[src/rtl/kwrm_pkg.sv]
// Package for the k-way run merger: word types, head status codes and sizes.
// Depends on nothing; every other file of the block imports it.
package kwrm_pkg;

	localparam int RUNS      = 8;
	localparam int RUN_BITS  = 3;
	localparam int WORD_BITS = 32;
	localparam int CNT_BITS  = 4;
	localparam int CFG_BITS  = 4;
	localparam int Q_DEPTH   = 2;

	localparam logic [CFG_BITS-1:0] RUNS_RESET = CFG_BITS'(RUNS);

	typedef enum logic [1:0] {
		HS_WAIT,
		HS_HOLD,
		HS_END
	} head_status_t;

	typedef struct packed {
		logic [RUN_BITS-1:0]         run_index;
		logic signed [WORD_BITS-1:0] head_value;
		logic                        run_ended;
	} in_word_t;

	typedef struct packed {
		logic signed [WORD_BITS-1:0] merged_value;
		logic [RUN_BITS-1:0]         source_run;
		logic                        merge_done;
	} out_word_t;

	typedef struct packed {
		logic     in_range;
		in_word_t word;
	} queue_item_t;

	function automatic logic [CNT_BITS-1:0] runs_effective(input logic [CFG_BITS-1:0] v);
		logic [CNT_BITS-1:0] n;
		if (v == '0) begin
			n = CNT_BITS'(1);
		end else if (v > CFG_BITS'(RUNS)) begin
			n = CNT_BITS'(RUNS);
		end else begin
			n = CNT_BITS'(v);
		end
		return n;
	endfunction

endpackage

[src/rtl/kwrm_front.sv]
// Front part of the merger: accepts input words, tags whether the run is in use,
// and holds them in a two-entry queue for the back part. Depends on kwrm_pkg.
module kwrm_front (
	input  logic                          clk,
	input  logic                          arst_n,
	input  kwrm_pkg::in_word_t            item,
	input  logic                          item_valid,
	output logic                          item_ready,
	input  logic [kwrm_pkg::CNT_BITS-1:0] runs_eff,
	output kwrm_pkg::queue_item_t         q_head,
	output logic                          q_valid,
	input  logic                          q_pop
);
	import kwrm_pkg::*;

	queue_item_t entries_q [Q_DEPTH];
	logic        wr_ptr_q;
	logic        rd_ptr_q;
	logic [1:0]  count_q;
	logic        push;
	logic        pop;
	queue_item_t incoming;

	assign item_ready = (count_q != 2'(Q_DEPTH));
	assign q_valid    = (count_q != 2'd0);
	assign q_head     = entries_q[rd_ptr_q];
	assign push       = item_valid && item_ready;
	assign pop        = q_pop && q_valid;

	always_comb begin
		incoming.word     = item;
		incoming.in_range = (CNT_BITS'(item.run_index) < runs_eff);
	end

	always_ff @(posedge clk) begin
		if (push) begin
			entries_q[wr_ptr_q] <= incoming;
		end
	end

	always_ff @(posedge clk or negedge arst_n) begin
		if (!arst_n) begin
			wr_ptr_q <= 1'b0;
			rd_ptr_q <= 1'b0;
			count_q  <= 2'd0;
		end else begin
			if (push) begin
				wr_ptr_q <= ~wr_ptr_q;
			end
			if (pop) begin
				rd_ptr_q <= ~rd_ptr_q;
			end
			if (push && !pop) begin
				count_q <= count_q + 2'd1;
			end else if (pop && !push) begin
				count_q <= count_q - 2'd1;
			end
		end
	end

endmodule

[src/rtl/kwrm_back.sv]
// Back part of the merger: run heads and status, the linear minimum scan and
// the result register. Holds the run count register. Depends on kwrm_pkg.
module kwrm_back (
	input  logic                          clk,
	input  logic                          arst_n,
	input  logic                          cfg_valid,
	output logic                          cfg_ready,
	input  logic [kwrm_pkg::CFG_BITS-1:0] cfg_data,
	input  kwrm_pkg::queue_item_t         q_head,
	input  logic                          q_valid,
	output logic                          q_pop,
	output logic [kwrm_pkg::CNT_BITS-1:0] runs_eff,
	output logic                          result_valid,
	input  logic                          result_ready,
	output kwrm_pkg::out_word_t           result
);
	import kwrm_pkg::*;

	typedef enum logic [1:0] {
		ST_IDLE,
		ST_SCAN,
		ST_EMIT
	} state_t;

	state_t                      state_q;
	logic [CFG_BITS-1:0]         runs_q;
	head_status_t                status_q [RUNS];
	logic signed [WORD_BITS-1:0] store_q [RUNS];
	logic [CNT_BITS-1:0]         active_q;
	logic [RUN_BITS-1:0]         scan_q;
	logic [RUN_BITS-1:0]         best_q;
	logic signed [WORD_BITS-1:0] best_val_q;
	logic                        best_found_q;
	logic                        emit_done_q;
	logic                        result_valid_q;
	out_word_t                   result_q;

	logic [CNT_BITS-1:0]         n;
	logic [RUN_BITS-1:0]         idx;
	logic                        take_item;
	logic                        waiting_other;
	logic [CNT_BITS-1:0]         active_next;
	logic signed [WORD_BITS-1:0] scan_val;
	logic                        cand_better;
	logic                        scan_last;
	logic                        emit_load;

	assign n            = runs_effective(runs_q);
	assign runs_eff     = n;
	assign cfg_ready    = 1'b1;
	assign q_pop        = (state_q == ST_IDLE) && q_valid;
	assign result_valid = result_valid_q;
	assign result       = result_q;
	assign idx          = q_head.word.run_index;
	assign take_item    = q_head.in_range && (status_q[idx] == HS_WAIT);
	assign scan_val     = store_q[scan_q];
	assign scan_last    = (CNT_BITS'(scan_q) == (n - CNT_BITS'(1)));
	assign cand_better  = (status_q[scan_q] == HS_HOLD) && (!best_found_q || (scan_val < best_val_q));
	assign emit_load    = !cfg_valid && (state_q == ST_EMIT) && (!result_valid_q || result_ready);

	always_comb begin
		waiting_other = 1'b0;
		for (int i = 0; i < RUNS; i++) begin
			if ((CNT_BITS'(i) < n) && (RUN_BITS'(i) != idx) && (status_q[i] == HS_WAIT)) begin
				waiting_other = 1'b1;
			end
		end
		if (q_head.word.run_ended && (active_q != '0)) begin
			active_next = active_q - CNT_BITS'(1);
		end else begin
			active_next = active_q;
		end
	end

	always_ff @(posedge clk) begin
		if (!cfg_valid && (state_q == ST_IDLE) && q_valid && take_item && !q_head.word.run_ended) begin
			store_q[idx] <= q_head.word.head_value;
		end
	end

	always_ff @(posedge clk or negedge arst_n) begin
		if (!arst_n) begin
			state_q        <= ST_IDLE;
			runs_q         <= RUNS_RESET;
			active_q       <= runs_effective(RUNS_RESET);
			result_valid_q <= 1'b0;
			scan_q         <= '0;
			best_q         <= '0;
			best_val_q     <= '0;
			best_found_q   <= 1'b0;
			emit_done_q    <= 1'b0;
			result_q       <= '0;
			for (int i = 0; i < RUNS; i++) begin
				status_q[i] <= HS_WAIT;
			end
		end else begin
			if (result_valid_q && result_ready && !emit_load) begin
				result_valid_q <= 1'b0;
			end
			if (cfg_valid) begin
				runs_q   <= cfg_data;
				active_q <= runs_effective(cfg_data);
				state_q  <= ST_IDLE;
				for (int i = 0; i < RUNS; i++) begin
					status_q[i] <= HS_WAIT;
				end
			end else begin
				case (state_q)
					ST_IDLE: begin
						if (q_valid && take_item) begin
							if (!waiting_other && (active_next == '0)) begin
								emit_done_q <= 1'b1;
								active_q    <= n;
								state_q     <= ST_EMIT;
								for (int i = 0; i < RUNS; i++) begin
									status_q[i] <= HS_WAIT;
								end
							end else begin
								status_q[idx] <= q_head.word.run_ended ? HS_END : HS_HOLD;
								active_q      <= active_next;
								if (!waiting_other) begin
									scan_q       <= '0;
									best_found_q <= 1'b0;
									state_q      <= ST_SCAN;
								end
							end
						end
					end
					ST_SCAN: begin
						if (cand_better) begin
							best_q       <= scan_q;
							best_val_q   <= scan_val;
							best_found_q <= 1'b1;
						end
						if (scan_last) begin
							emit_done_q <= 1'b0;
							state_q     <= ST_EMIT;
						end else begin
							scan_q <= scan_q + RUN_BITS'(1);
						end
					end
					ST_EMIT: begin
						if (emit_load) begin
							result_valid_q <= 1'b1;
							if (emit_done_q) begin
								result_q <= '{merged_value: '0, source_run: '0, merge_done: 1'b1};
							end else begin
								result_q <= '{merged_value: best_val_q, source_run: best_q,
									merge_done: 1'b0};
								status_q[best_q] <= HS_WAIT;
							end
							state_q <= ST_IDLE;
						end
					end
					default: begin
						state_q <= ST_IDLE;
					end
				endcase
			end
		end
	end

endmodule

[src/rtl/k_way_run_merger.sv]
// Top level of the k-way run merger: input queue front part and merge back part.
// Depends on kwrm_pkg, kwrm_front and kwrm_back.
//
//   channel   signals                              word
//   item      item_valid / item_ready / item       run_index, head_value, run_ended
//   result    result_valid / result_ready / result merged_value, source_run, merge_done
//   cfg       cfg_valid / cfg_ready / cfg_data     runs_in_use
//
// In the idle state the back part takes an item from the queue; an item that completes the set of heads
// starts the minimum scan over the runs in use, after which the emit state loads the result,
// so the scan over stored heads sets the cost of a merged value.
// Reset clears all run status to awaiting refill and the run count to eight.
// A two-word queue lets items arrive while a result waits to be taken.
module k_way_run_merger (
	input  logic                          clk,
	input  logic                          arst_n,
	input  logic                          item_valid,
	output logic                          item_ready,
	input  kwrm_pkg::in_word_t            item,
	output logic                          result_valid,
	input  logic                          result_ready,
	output kwrm_pkg::out_word_t           result,
	input  logic                          cfg_valid,
	output logic                          cfg_ready,
	input  logic [kwrm_pkg::CFG_BITS-1:0] cfg_data
);
	import kwrm_pkg::*;

	queue_item_t         q_head;
	logic                q_valid;
	logic                q_pop;
	logic [CNT_BITS-1:0] runs_eff;

	kwrm_front u_front (
		.clk        (clk),
		.arst_n     (arst_n),
		.item       (item),
		.item_valid (item_valid),
		.item_ready (item_ready),
		.runs_eff   (runs_eff),
		.q_head     (q_head),
		.q_valid    (q_valid),
		.q_pop      (q_pop)
	);

	kwrm_back u_back (
		.clk          (clk),
		.arst_n       (arst_n),
		.cfg_valid    (cfg_valid),
		.cfg_ready    (cfg_ready),
		.cfg_data     (cfg_data),
		.q_head       (q_head),
		.q_valid      (q_valid),
		.q_pop        (q_pop),
		.runs_eff     (runs_eff),
		.result_valid (result_valid),
		.result_ready (result_ready),
		.result       (result)
	);

endmodule

[config.mk]
export PLATFORM = sky130hd
export DESIGN_NAME = k_way_run_merger
export DESIGN_NICKNAME = d
export VERILOG_FILES = /design/src/rtl/kwrm_pkg.sv /design/src/rtl/kwrm_front.sv /design/src/rtl/kwrm_back.sv /design/src/rtl/k_way_run_merger.sv
export SDC_FILE = /design/constraint.sdc
export NUM_CORES = 1
export LEC_CHECK = 0
export BUFFER_PORTS_ARGS = -buffer_cell sky130_fd_sc_hd__buf_2
export CAP_MARGIN = 0
export CORE_MARGIN = 2
export CORE_UTILIZATION = 40
export CTS_BUF_LIST = sky130_fd_sc_hd__clkbuf_2 sky130_fd_sc_hd__clkbuf_4 sky130_fd_sc_hd__clkbuf_8
export DETAILED_ROUTE_END_ITERATION = 6
export GPL_TIMING_DRIVEN = 0
export PLACE_DENSITY_LB_ADDON = 0.05
export SLEW_MARGIN = 20
export SYNTH_ARGS = -nofsm -noshare
export SYNTH_HDL_FRONTEND = slang
export SYNTH_HIERARCHICAL = 1
export SYNTH_SLANG_ARGS = --single-unit
[constraint.sdc]
create_clock -name clk -period 4.6 [get_ports clk]
set_input_delay 0 -clock clk [delete_from_list [all_inputs] [get_ports clk]]
set_output_delay 0 -clock clk [all_outputs]
set_load 0.05 [all_outputs]
=== Word level (Yosys, flattened, before mapping) ===
Memory sizes are Yosys's and may differ from the RTL's.
Index checks and enable logic that the tools add are counted.

* Bits in registers: 107
* RAM bits: 330
* Input port bits: 45
* Output and inout port bits: 39
* Logic and storage cells: 221
* Memories kept: 2

* $add $sub $neg: 5
* Magnitude comparators: 17
* Equal/unequal tests: 24
* Mux-type cells: 67
* Bitwise logic cells: 8
* Reduce and logical (&&, ||, !) cells: 75

{| class="wikitable"
|+ Memories
! memory !! words !! bits a word !! read ports !! clocked after Yosys merged registers in !! write ports !! line !! RTL
|-
| u_back.store_q || 8 || 32 || 1 || 0 || 1 || kwrm_back.sv:28 || <nowiki>logic signed [WORD_BITS-1:0] store_q [RUNS];</nowiki>
|-
| u_front.entries_q || 2 || 37 || 1 || 0 || 1 || kwrm_front.sv:16 || <nowiki>queue_item_t entries_q [Q_DEPTH];</nowiki>
|}

{| class="wikitable"
|+ Operators by type and width
! cell !! number
|-
| 16-bit 2-to-1 mux || 5
|-
| 1-bit logical AND || 36
|-
| 36-bit 2-to-1 mux || 1
|-
| 4-bit 2-to-1 mux || 9
|-
| 32-bit less-than comparator || 1
|-
| 16-bit one-hot mux with 2 select lines || 1
|-
| 2-bit 2-to-1 mux || 15
|-
| 1-bit 2-to-1 mux || 23
|-
| 2-bit logical NOT || 10
|-
| 16-bit AND || 1
|-
| 16-bit bitwise mux || 1
|-
| 3-bit by 4-bit less-than comparator with 1-bit output (first input constant) || 4
|-
| 16-bit NOT || 1
|-
| 2-bit binary-select mux with 3-bit select || 2
|-
| 2-bit demux with 3-bit select || 2
|-
| 4-bit >= comparator (second input constant) || 3
|-
| 4-bit logical NOT || 3
|-
| 3-bit 2-to-1 mux || 4
|-
| 2-bit inequality test (second input constant) || 6
|-
| 3-bit inequality test (first input constant) || 4
|-
| 3-bit NOT with 4-bit output || 3
|-
| 6-bit AND reduction || 2
|-
| 2-bit nonzero test || 5
|-
| 4-bit greater-than comparator (second input constant) || 2
|-
| 29 further kinds || 52
|}

=== Logic depth before layout (Yosys ltp) ===
Gate-level depths: netlist of the first run.

* Depth in word-level cells: 20
* Gate-level depth with buffers: 14
* Mapped depth without buffers: 11

=== Cells and area by module ===
Netlist of the first run, hierarchy kept.

{| class="wikitable"
|+ Modules (own cells, without submodules)
! module !! times used !! cells an instance !! area an instance (um^2) !! sequential area each (um^2)
|-
| kwrm_back || 1 || 935 || 15,208.3 || 10,267.3
|-
| kwrm_front || 1 || 141 || 3,002.9 || 2,322.2
|}

=== Worst setup path after synthesis of the first run ===
No wires, ideal clock.

* Path kind: reg2reg
* Start point: register u_back.scan_q[0]
* End point: register u_back.best_q[0]
* Setup time: 128 ps
* Data arrival time: 4,031 ps
* Data required time: 4,472 ps
* Setup slack: 441 ps
* Stages on the path, launching flop included: 14
* Buffers on the path: 3
* Clock period less this slack: 4,159 ps
* Cells stage by stage: dfrtp_1 > clkbuf_1 > buf_1 > mux4_2 > mux2_2 > ha_1 > nand4_1 > nor4_1 > nand2_1 > o211a_1 > o21a_1 > a21oi_4 > buf_4 > mux2_1

* Elaborated cells between the ends (all ways): 10
* Those cells by class: 1 x order compare; 1 x eq/ne; 3 x mux; 1 x bitwise; 3 x reduce/logical; 1 x memory

{| class="wikitable"
|+ RTL lines
! item !! line !! RTL
|-
| start, declared || kwrm_back.sv:30 || <nowiki>logic [RUN_BITS-1:0] scan_q;</nowiki>
|-
| start signal, assigned || kwrm_back.sv:139 || <nowiki>scan_q <= scan_q + RUN_BITS'(1);</nowiki>
|-
| memory 8 x 32 bit || n/a ||
|-
| via u_back.scan_val[30] || kwrm_back.sv:43 || <nowiki>logic signed [WORD_BITS-1:0] scan_val;</nowiki>
|-
| 32-bit less-than comparator || kwrm_back.sv:58 || <nowiki>assign cand_better = (status_q[scan_q] == HS_HOLD) && (!best_found_q || (scan_val < best_val_q));</nowiki>
|-
| 1-bit logical OR || kwrm_back.sv:58 ||
|-
| 1-bit logical AND || kwrm_back.sv:58 ||
|-
| 3-bit AND reduction (no line) || n/a ||
|-
| end signal, assigned || kwrm_back.sv:131 || <nowiki>best_q <= scan_q;</nowiki>
|-
| end, declared || kwrm_back.sv:31 || <nowiki>logic [RUN_BITS-1:0] best_q;</nowiki>
|}

The timed path passes the listed nets, and every way through them passes these cells. The select of a mux whose other input is x is not followed.
A chain may end at the register's enable or synchronous reset.

=== Worst setup path in the final report of the first run ===
Ends and elaborated chain as after synthesis.

==> results of run 1 <==
flip-flops by register name (all words and copies together), names as in the netlist, 2 cells and up:
signal / count
u_back/result: 36
u_front/entries_q: 74
u_front/count_q: 2
u_back/best_q: 3
u_back/store_q: 256
u_back/active_q: 4
u_back/state_q: 2
u_back/best_val_q: 32
u_back/runs_q: 4
u_back/status_q: 16
u_back/scan_q: 3
cells in the mapped netlist, drive strengths merged, types with 4 or more instances:
cell type,number
nand3b,7
ha,40
nor4,4
xor2,5
mux2,106
inv,57
a211oi,4
mux4,66
a21oi,13
xnor2,6
nand4,5
nor3b,4
o31ai,37
edfxtp,330
buf,23
or3,5
o21ai,26
clkbuf,26
nand2b,12
nand2,68
dfrtp,105
nor2,39
nand3,7
nor3,6
o211ai,16
o2bb2ai,17
critical path, stage by stage (launching register included):
cell and delay (ns):
dfrtp_1 0.41, clkbuf_2 0.35, buf_6 0.27, mux4_2 0.51
mux2_2 0.35, ha_1 0.32, a21oi_1 0.15, o21ai_0 0.14
a2111o_1 0.40, o21bai_1 0.15, o2111ai_1 0.20, a21oi_4 0.33
buf_4 0.25, mux2_1 0.33
power breakdown:
part	internal, uW	total (uW)	leakage, uW	switching (uW)
combinational	1300	3180	0.00294	1880
sequential	4940	5080	0.00436	142
clock	1790	3310	0.000742	1530
area by class of cell:
type	instances	share of cell area
inverters	57	0.009795
plain buffers	48	0.01392
diodes	1	0.0001146
repair buffers	149	0.05997
well taps	600	0.03437
clock buffers	105	0.05843
clock inverters	28	0.006072
multi-input cells	533	0.2410
flip-flops and latches	437	0.5764
routing by layer:
layer | up-vias | global-route usage | wire length (um)
li1 | 4649 | - | -
met1 | 5160 | 0.2686 | 20620
met2 | 222 | 0.2958 | 19910
met3 | 67 | 0.03201 | 1775
met4 | 0 | 0.06758 | 982
met5 | - | 0 | 0
cell families (layout without fill, tap and decap cells):
kind of cell | after synthesis | in the layout | synth area share
flops | 437 | 437 | 0.6913
mux | 174 | 174 | 0.1524
simple gates | 167 | 167 | 0.04280
compound gates | 140 | 140 | 0.05565
buf+inv | 106 | 387 | 0.02487
fa+ha+maj | 40 | 40 | 0.02748
xor+xnor | 11 | 11 | 0.005290
other cells | 1 | 2 | 0.0002059
through the flow:
step / util / instance area (um2) / setup TNS, ns
6_report: 0.4834 / 21840 / 0
5_1_grt: 0.4834 / 21840 / -0.009376
4_1_cts: 0.4822 / 21790 / 0
3_5_place_dp: 0.4387 / 19820 / -34.71
3_3_place_gp: 0.4287 / 19370 / -471.66
2_1_floorplan: - / 18210 / 0
timing repair:
action / 4_1_cts / 5_1_grt
buffers inserted: 0 / 3
pin swaps: 0 / 1
endpoints found under the hold margin: 222 / 0
resized for setup: 37 / 10
gates cloned: 0 / 0
hold buffers: 48 / 0
endpoints found under the setup margin: 35 / 29
path summary, 6_finish.rpt:
kind,from,endpoint,cells after the start
max,u_back/scan_q[0],u_back/best_q[0],13
min,item[20],u_front/entries_q[0][20],2
max reg2reg,u_back/scan_q[0],u_back/best_q[0],13
min reg2reg,u_back/result[4],u_back/result[4],2
max in group asynchronous,arst_n,u_back/runs_q[3],4
min in group asynchronous,arst_n,u_back/active_q[3],3
cells in the final DEF, fill, tap and decap left out, drive strengths merged, types with 3 or more instances in the layout:
master         n
o2bb2ai       17
clkinvlp       3
nand4          5
a221oi         3
clkinv        23
mux4          66
and3           3
nor2          39
o211ai        16
dlygate4sd3   47
nand2b        12
o21ai         26
o31ai         37
nor3           6
edfxtp       330
dfrtp        105
mux2         106
xor2           5
nor4           4
nand3          7
clkbuf       135
nor3b          4
a211oi         4
buf          120
nand3b         7
ha            40
xnor2          6
inv           59
or3            5
nor2b          3
a21oi         13
nand2         68
==> flow_metrics.py, run 1 <==
metrics = {
    "power_and_ir_drop": {
        "power_leakage_uw": 0.008047,
        "finalPower_uw": 11570,
        "ir_drop_v": 0.0002459,
        "p_per_area_nw_per_um2": 529.9,
    },
    "critical_path": {
        "critPathLaunchType": "flip-flop",
        "r2r_slack_ns": 0.30,
        "crit_type": "flip-flop to flip-flop",
        "crit_path_end_kind": "flip-flop",
        "crit_path_max_fanout": 10,
        "cp.arrival_ns": 4.81,
        "cp.required_ns": 5.10,
    },
    "sta": {
        "period_share": 0.9356,
        "whs_ns": 0.1020,
        "final-hold-violation-count": 0,
        "worst_slack_ns": 0.2961,
        "setup_viol": 0,
        "max_slew.worst_pin.slew_ns": 1.112,
        "period_needed_ns": 4.304,
        "clock_skew_ns": 0.02613,
        "maxSlewViolCount": 0,
        "max_freq_ghz": 0.2323,
        "maxSlewHeadroom": 0.2511,
    },
    "placed_design": {
        "gp_congestion": 0.8035,
        "dpl_worst_slack_ns": -1.061,
        "dp_hpwl_mm": 29.09,
        "numPortBuffers": 82,
        "dp.cells": 1774,
    },
    "layout": {
        "register_area_um2": 12590,
        "nFillCells": 3912,
        "multiInputGateArea_um2": 5264,
        "area_delta_synth_final_pct": 19.94,
        "drive_above_1_share": 0.3014,
        "fin_cells": 1958,
        "fin_nets": 1386,
    },
    "run_status": {
        "outcome": "complete, no violations",
    },
    "clock_network": {
        "clk_pin_slew_worst_paths_ns": 0.06,
        "htree_levels": 3,
        "cts_buffer_depth": 3,
        "numCtsBuffers": 75,
        "insertion_delay_ns": 0.63,
        "clock_sinks": 437,
        "cts_tree": "yes",
        "ctsRootBufferMaster": "clkbuf_8",
    },
    "synthesis": {
        "yosysTopAreaCellShare": 0.5441,
        "synth.net_count": 1161,
        "syn_area_um2": 18210,
        "ys_seq_area_frac": 0.6913,
        "yosys_warnings": 6,
        "synth_largest_area_cell": "edfxtp_1",
        "synth_cell_types": 59,
        "ys_ff_latch": 437,
        "synth_ff_type": "edfxtp_1",
        "netlist_top_cells_area": "edfxtp_1 54%, dfrtp_1 14%, mux4_2 8.2%",
        "synth.avg_cell_area_um2": 16.92,
        "synth_edf_count": 330,
        "syn_inst": 1076,
        "async_flop_share": 0.2449,
    },
    "detailed_routing": {
        "viasPerCell": 5.157,
        "totalWireLength_mm": 43.28,
        "drt.antenna.violating_nets": 0,
        "num_vias": 10100,
        "drt_iter0_markers": 833,
        "drc": 0,
        "dr.pass1.iters": 5,
        "wl_per_cell_um": 22.11,
    },
    "floorplan": {
        "die_width_um": 217.4,
        "row_count": 78,
        "core-area_um2": 45190,
        "die_h_um": 217.4,
        "start_util": 0.4030,
        "die_area_um2": 47250,
        "ios": 84,
    },
    "flow_run": {
        "cap_violations": 0,
    },
    "global_routing": {
        "grt_usage": 0.1894,
        "grt_pass1_wl_mm": 65.38,
        "grt_max_degree": 64,
        "antenna_found_initial": 2,
        "gr-total-overflow": 0,
        "grt_pass1_vias": 10480,
    },
    "hold_path": {
        "hold_class": "input port to flip-flop",
    },
}
Note: power is estimated with default switching activity, not from simulation.
==> run 2, diff against run 1 <==
- ABC_AREA: unset -> 1
==> flow_metrics.py, run 2 <==
metrics = {
    "run_status": {
        "outcome": "complete, no violations",
    },
    "sta": {
        "final-hold-violation-count": 0,
        "max_freq_ghz": 0.2280,
        "maxSlewHeadroom": 0.4192,
        "setup_viol": 0,
        "max_slew.worst_pin.slew_ns": 0.8665,
        "period_share": 0.9534,
        "whs_ns": 0.08633,
        "maxSlewViolCount": 0,
        "period_needed_ns": 4.386,
        "clock_skew_ns": 0.02965,
        "rsz0062_at_grt": "false",
    },
    "detailed_routing": {
        "dr.pass1.iters": 7,
        "num_vias": 13270,
        "viasPerCell": 5.015,
        "wl_per_cell_um": 19.36,
        "drt.antenna.violating_nets": 0,
        "drt_iter0_markers": 985,
        "totalWireLength_mm": 51.22,
        "drc": 0,
    },
    "hold_path": {
        "hold_class": "input port to flip-flop",
    },
    "layout": {
        "layout_commonest_cell": "edfxtp_1",
        "area_delta_synth_final_pct": 19.46,
        "multiInputGateArea_um2": 5434,
        "fin_nets": 2066,
        "layout_common_cells": "330 x edfxtp_1, 321 x nand2_1, 264 x nor2_1",
        "register_area_um2": 12590,
        "nFillCells": 4319,
        "largest_register": "u_back/store_q",
        "utilization": 0.4835,
        "drive_above_1_share": 0.1639,
        "final_cell_area_um2": 22460,
        "largest_reg_flops": 256,
        "antennaDiodeCount": 0,
    },
    "synthesis": {
        "synth_cell_types": 51,
        "netlist_top_cells_area": "edfxtp_1 53%, dfrtp_1 14%, nand2_1 6.4%",
        "ys_ff_latch": 437,
        "syn_area_um2": 18800,
        "synth_common_cells": "330 x edfxtp_1, 321 x nand2_1, 265 x nor2_1, 185 x o21ai_0, 105 x dfrtp_1",
        "synth.net_count": 1814,
        "syn_inst": 1729,
        "yosys_warnings": 6,
        "async_flop_share": 0.2449,
        "yosysTopAreaCellShare": 0.5271,
        "synth_ff_type": "edfxtp_1",
        "ys_seq_area_frac": 0.6696,
        "synth_edf_count": 330,
        "synth.avg_cell_area_um2": 10.87,
        "synth_largest_area_cell": "edfxtp_1",
        "synth.most_common_cell": "edfxtp_1",
    },
    "floorplan": {
        "row_count": 79,
        "die_h_um": 220.8,
        "die_width_um": 220.8,
        "ios": 84,
        "start_util": 0.4047,
        "core-area_um2": 46460,
        "die_area_um2": 48750,
    },
    "critical_path": {
        "cp.arrival_ns": 4.90,
        "crit_path_max_fanout": 10,
        "crit_type": "flip-flop to flip-flop",
        "crit_path_end_kind": "flip-flop",
        "r2r-start": "u_back/scan_q[0]",
        "cp_top_family": "buffers and inverters",
        "critPathLaunchType": "flip-flop",
        "cp_common_cell": "nand2_1",
        "r2r_cells": 23,
        "setup.worst_path.end": "u_back/best_val_q[5]",
        "crit_cells": 23,
        "cp.required_ns": 5.11,
        "r2r_slack_ns": 0.21,
        "r2r-end": "u_back/best_val_q[5]",
        "worstSetupStartpoint": "u_back/scan_q[0]",
        "cp.buffers_inverters": 6,
        "cp_slowest_cell": "dfrtp_1",
        "slowest_delay_ns": 0.40,
        "cp_cell_sequence": "buf_6 -> inv_4 -> buf_2 -> buf_2 -> buf_2 -> nor2_1 -> o22ai_1 -> nor2_1 -> a31oi_2 -> ha_1 -> a21oi_1 -> o21ai_0 -> nand3_1 -> nand2_1 -> nand2_1 -> a21oi_1 -> nor4_1 -> nand3_1 -> nand3_4 -> nand2_4 -> buf_6 -> nand2_1 -> nand2_1",
    },
    "clock_network": {
        "ctsRootBufferMaster": "clkbuf_8",
        "htree_levels": 3,
        "cts_tree": "yes",
        "clock_sinks": 437,
        "clk_pin_slew_worst_paths_ns": 0.06,
        "insertion_delay_ns": 0.65,
        "cts_buffer_depth": 3,
        "numCtsBuffers": 78,
    },
    "placed_design": {
        "numPortBuffers": 82,
        "place_area_um2": 20420,
        "dp_hpwl_mm": 35.49,
        "gp_congestion": 0.8814,
    },
    "global_routing": {
        "met3_usage": 0.04160,
        "grt_most_used_layer": "met2",
        "grt_usage": 0.2111,
        "grt_max_degree": 75,
        "grtUsageMet1": 0.2941,
        "grt_pass1_wl_mm": 78.31,
        "met2_usage": 0.3353,
        "antenna_found_initial": 0,
        "gr-total-overflow": 0,
        "grt_pass1_vias": 13010,
    },
    "power_and_ir_drop": {
        "power_leakage_uw": 0.008872,
        "ir_drop_v": 0.0003157,
        "finalPower_uw": 12920,
        "p_per_area_nw_per_um2": 575.0,
    },
    "flow_run": {
        "cap_violations": 0,
    },
}
==> run 2: report_power, final <==
group          total [uW]  switching (uW)  internal [uW]
registers            5180             151           5030
clock network        3450            1560           1890
logic                4290            3100           1180
==> run 2: what timing repair did <==
action,4_1_cts,5_1_grt
hold endpoints to repair,234,0
hold buffers,49,0
resized for setup,2,19
endpoints found under the setup margin,30,35
buffers inserted,0,0
==> run 2: logic make-up (layout without fill, tap and decap cells) <==
family | Yosys count | in the layout | share of synthesized area
buffers and inverters | 203 | 512 | 0.04692
AO/OA/AOI/OAI | 323 | 323 | 0.09716
XOR/XNOR | 7 | 7 | 0.003261
AND/OR/NAND/NOR | 718 | 718 | 0.1563
adder cells (fa/ha/maj) | 40 | 40 | 0.02662
flip-flops | 437 | 437 | 0.6696
other | 1 | 1 | 0.0001994
==> run 2: cell type report <==
| class | instances | area share |
|---|---|---|
| plain buffers | 85 | 0.01983 |
| clock buffers | 110 | 0.06044 |
| clock inverters | 27 | 0.005292 |
| inverters | 118 | 0.01983 |
| multi-input cells | 1089 | 0.2419 |
| flip-flops and latches | 437 | 0.5605 |
| well taps | 607 | 0.03381 |
| repair buffers | 172 | 0.05838 |
==> run 2: worst min-delay path by stage <==
| stage | from | endpoint | slack [ns] | cells past startpoint |
|---|---|---|---|---|
| after floorplan | arst_n | u_back/active_q[0] | -0.30 | 0 |
| after global placement | item[16] | u_front/entries_q[1][16] | 0.19 | 1 |
| after detailed placement | arst_n | u_back/active_q[0] | -0.07 | 1 |
| after CTS | item[12] | u_front/entries_q[1][12] | 0.02 | 2 |
| after global routing | item[16] | u_front/entries_q[0][16] | 0.04 | 2 |
| final | item[25] | u_front/entries_q[1][25] | 0.09 | 2 |
==> run 2: routing by layer <==
layer,share of wire,routed length [um],vias up
li1,-,-,6505
met1,0.47,24110,6375
met2,0.46,23710,305
met3,0.046,2374,80
met4,0.020,1026,0
met5,0,0,-
==> run 2: per-stage QoR <==
step / instances / setup slack (ns) / setup TNS (ns)
6_report: 2645 / 0.2142 / 0
5_1_grt: 2645 / 0.01621 / 0
3_5_place_dp: 2459 / -0.08190 / -1.755
3_3_place_gp: 2418 / -2.764 / -655.96
2_1_floorplan: 1729 / 0.3085 / 0
4_1_cts: 2645 / 0.0001616 / 0
==> run 3, diff against run 2 <==
- SETUP_SLACK_MARGIN: unset -> 0.4
==> flow_metrics.py, run 3 (same netlist as run 2, synthesis figures left out) <==
metrics = {
    "run_status": {
        "outcome": "complete, no violations",
    },
    "critical_path": {
        "r2r_slack_ns": 0.57,
        "critPathLaunchType": "flip-flop",
        "crit_type": "flip-flop to flip-flop",
        "crit_path_end_kind": "flip-flop",
        "r2r-start": "u_back/scan_q[0]",
        "crit_path_max_fanout": 10,
        "cp.arrival_ns": 4.55,
        "worstSetupStartpoint": "u_back/scan_q[0]",
        "cp.required_ns": 5.12,
    },
    "floorplan": {
        "die_h_um": 220.8,
        "core-area_um2": 46460,
        "start_util": 0.4047,
        "row_count": 79,
        "ios": 84,
        "die_width_um": 220.8,
        "die_area_um2": 48750,
    },
    "clock_network": {
        "htree_levels": 3,
        "cts_buffer_depth": 3,
        "numCtsBuffers": 78,
        "cts_tree": "yes",
        "insertion_delay_ns": 0.65,
        "clock_sinks": 437,
        "ctsRootBufferMaster": "clkbuf_8",
        "post_cts_buffers": 0,
        "clk_pin_slew_worst_paths_ns": 0.06,
    },
    "layout": {
        "layout_commonest_cell": "edfxtp_1",
        "antennaDiodeCount": 0,
        "largest_reg_flops": 256,
        "largest_register": "u_back/store_q",
        "drive_above_1_share": 0.1727,
        "fin_nets": 2066,
        "layout_common_cells": "330 x edfxtp_1, 321 x nand2_1, 264 x nor2_1",
        "fin_cells": 2645,
        "multiInputGateArea_um2": 5534,
        "final_cell_area_um2": 22590,
        "nFillCells": 4307,
        "utilization": 0.4863,
        "register_area_um2": 12590,
        "area_delta_synth_final_pct": 20.16,
    },
    "sta": {
        "max_slew.worst_pin.slew_ns": 0.8557,
        "setup_viol": 0,
        "rsz0062_at_grt": "false",
        "worst_slack_ns": 0.5705,
        "finalSetupTns_ns": 0,
        "clock_skew_ns": 0.03003,
        "maxSlewViolCount": 0,
        "final-hold-violation-count": 0,
        "period_share": 0.8760,
        "maxSlewHeadroom": 0.4264,
        "period_needed_ns": 4.029,
        "max_freq_ghz": 0.2482,
    },
    "detailed_routing": {
        "drc": 0,
        "dr.pass1.iters": 5,
        "num_vias": 13360,
        "drt_iter0_markers": 1038,
        "drt.antenna.violating_nets": 0,
        "totalWireLength_mm": 51.42,
        "wl_per_cell_um": 19.44,
        "viasPerCell": 5.051,
    },
    "global_routing": {
        "grt_usage": 0.2116,
        "grt_pass1_vias": 13110,
        "antenna_found_initial": 0,
        "grt_pass1_wl_mm": 78.58,
        "grt_max_degree": 75,
        "gr-total-overflow": 0,
    },
    "power_and_ir_drop": {
        "swShare": 0.3734,
        "combPwrFrac": 0.336,
        "p_sw_uw": 4857,
        "ir_drop_v": 0.0003148,
        "p_per_area_nw_per_um2": 575.7,
        "clkPwrFrac": 0.266,
        "internal_power_uw": 8150,
        "power_frac_seq": 0.398,
        "power_leakage_uw": 0.008915,
    },
    "placed_design": {
        "dp.cells": 2459,
        "place_area_um2": 20420,
        "gp_congestion": 0.8814,
        "dpl_worst_slack_ns": -0.08190,
        "dp_hpwl_mm": 35.49,
        "numPortBuffers": 82,
    },
    "flow_run": {
        "cap_violations": 0,
    },
    "hold_path": {
        "min_from": "item[11]",
        "hold_class": "input port to flip-flop",
    },
}
==> run 3: cell types whose count changed in the layout (fill, tap and decap cells not counted), sizes merged <==
cell	previous run	this run
buf	163	158
clkbuf	156	161
==> run 3: timing repair <==
action                     in CTS  in global routing
hold endpoints to repair      234                  0
setup endpoints to repair      35                 35
hold buffers                   49                  0
gates resized for setup        32                 21
pin swaps                       0                  1
==> run 3: final timing paths <==
| path | to | depth (start not counted) |
|---|---|---|
| max | u_back/best_val_q[5] | 23 |
| min | u_front/entries_q[0][11] | 2 |
| max reg2reg | u_back/best_val_q[5] | 23 |
| min reg2reg | u_back/best_val_q[12] | 2 |
| max in group asynchronous | u_back/best_val_q[13] | 4 |
| min in group asynchronous | u_back/active_q[3] | 3 |
==> run 3: per-stage QoR <==
stage	total power, uW	hold WS, ns
2_1_floorplan	7889	-0.2956
3_3_place_gp	9370	0.1870
5_1_grt	13790	0.04113
3_5_place_dp	9485	-0.06590
4_1_cts	13120	0.02075
6_report	13010	0.08034
==> run 3: cell type report <==
| cell class | instances | area share |
|---|---|---|
| clock buffers | 110 | 0.06009 |
| clock inverters | 27 | 0.005261 |
| flip-flops and latches | 437 | 0.5572 |
| multi-input cells | 1089 | 0.2449 |
| well taps | 607 | 0.03362 |
| inverters | 118 | 0.01972 |
| repair buffers | 172 | 0.05804 |
| plain buffers | 85 | 0.02110 |
==> run 3: worst max-delay path, cell delays in order, from the launching register on <==
cell      delay [ns]
dfrtp_1         0.39
buf_6           0.15
inv_4           0.09
clkbuf_4        0.26
buf_4           0.22
buf_4           0.23
nor2_1          0.06
o22ai_1         0.25
nor2_1          0.11
a31oi_4         0.29
ha_1            0.31
a21oi_1         0.13
o21ai_0         0.11
nand3_1         0.08
nand2_1         0.05
nand2_1         0.06
a21oi_1         0.06
nor4_1          0.26
nand3_1         0.19
nand3_4         0.19
nand2_4         0.12
buf_6           0.17
nand2_1         0.06
nand2_1         0.05
==> run 3: routing by layer <==
metal | global-route usage | share of wire
met5 | 0 | 0
met4 | 0.06430 | 0.022
met3 | 0.04360 | 0.053
met2 | 0.3365 | 0.46
met1 | 0.2926 | 0.46
==> run 3: power groups by stage <==
stage | Clock (uW) | Combinational (uW) | Sequential [uW]
after floorplan | 0 | 2520 | 5370
after global placement | 0 | 4090 | 5270
after detailed placement | 0 | 4230 | 5250
after CTS | 3570 | 4370 | 5180
after global routing | 3740 | 4840 | 5210
final | 3460 | 4370 | 5180
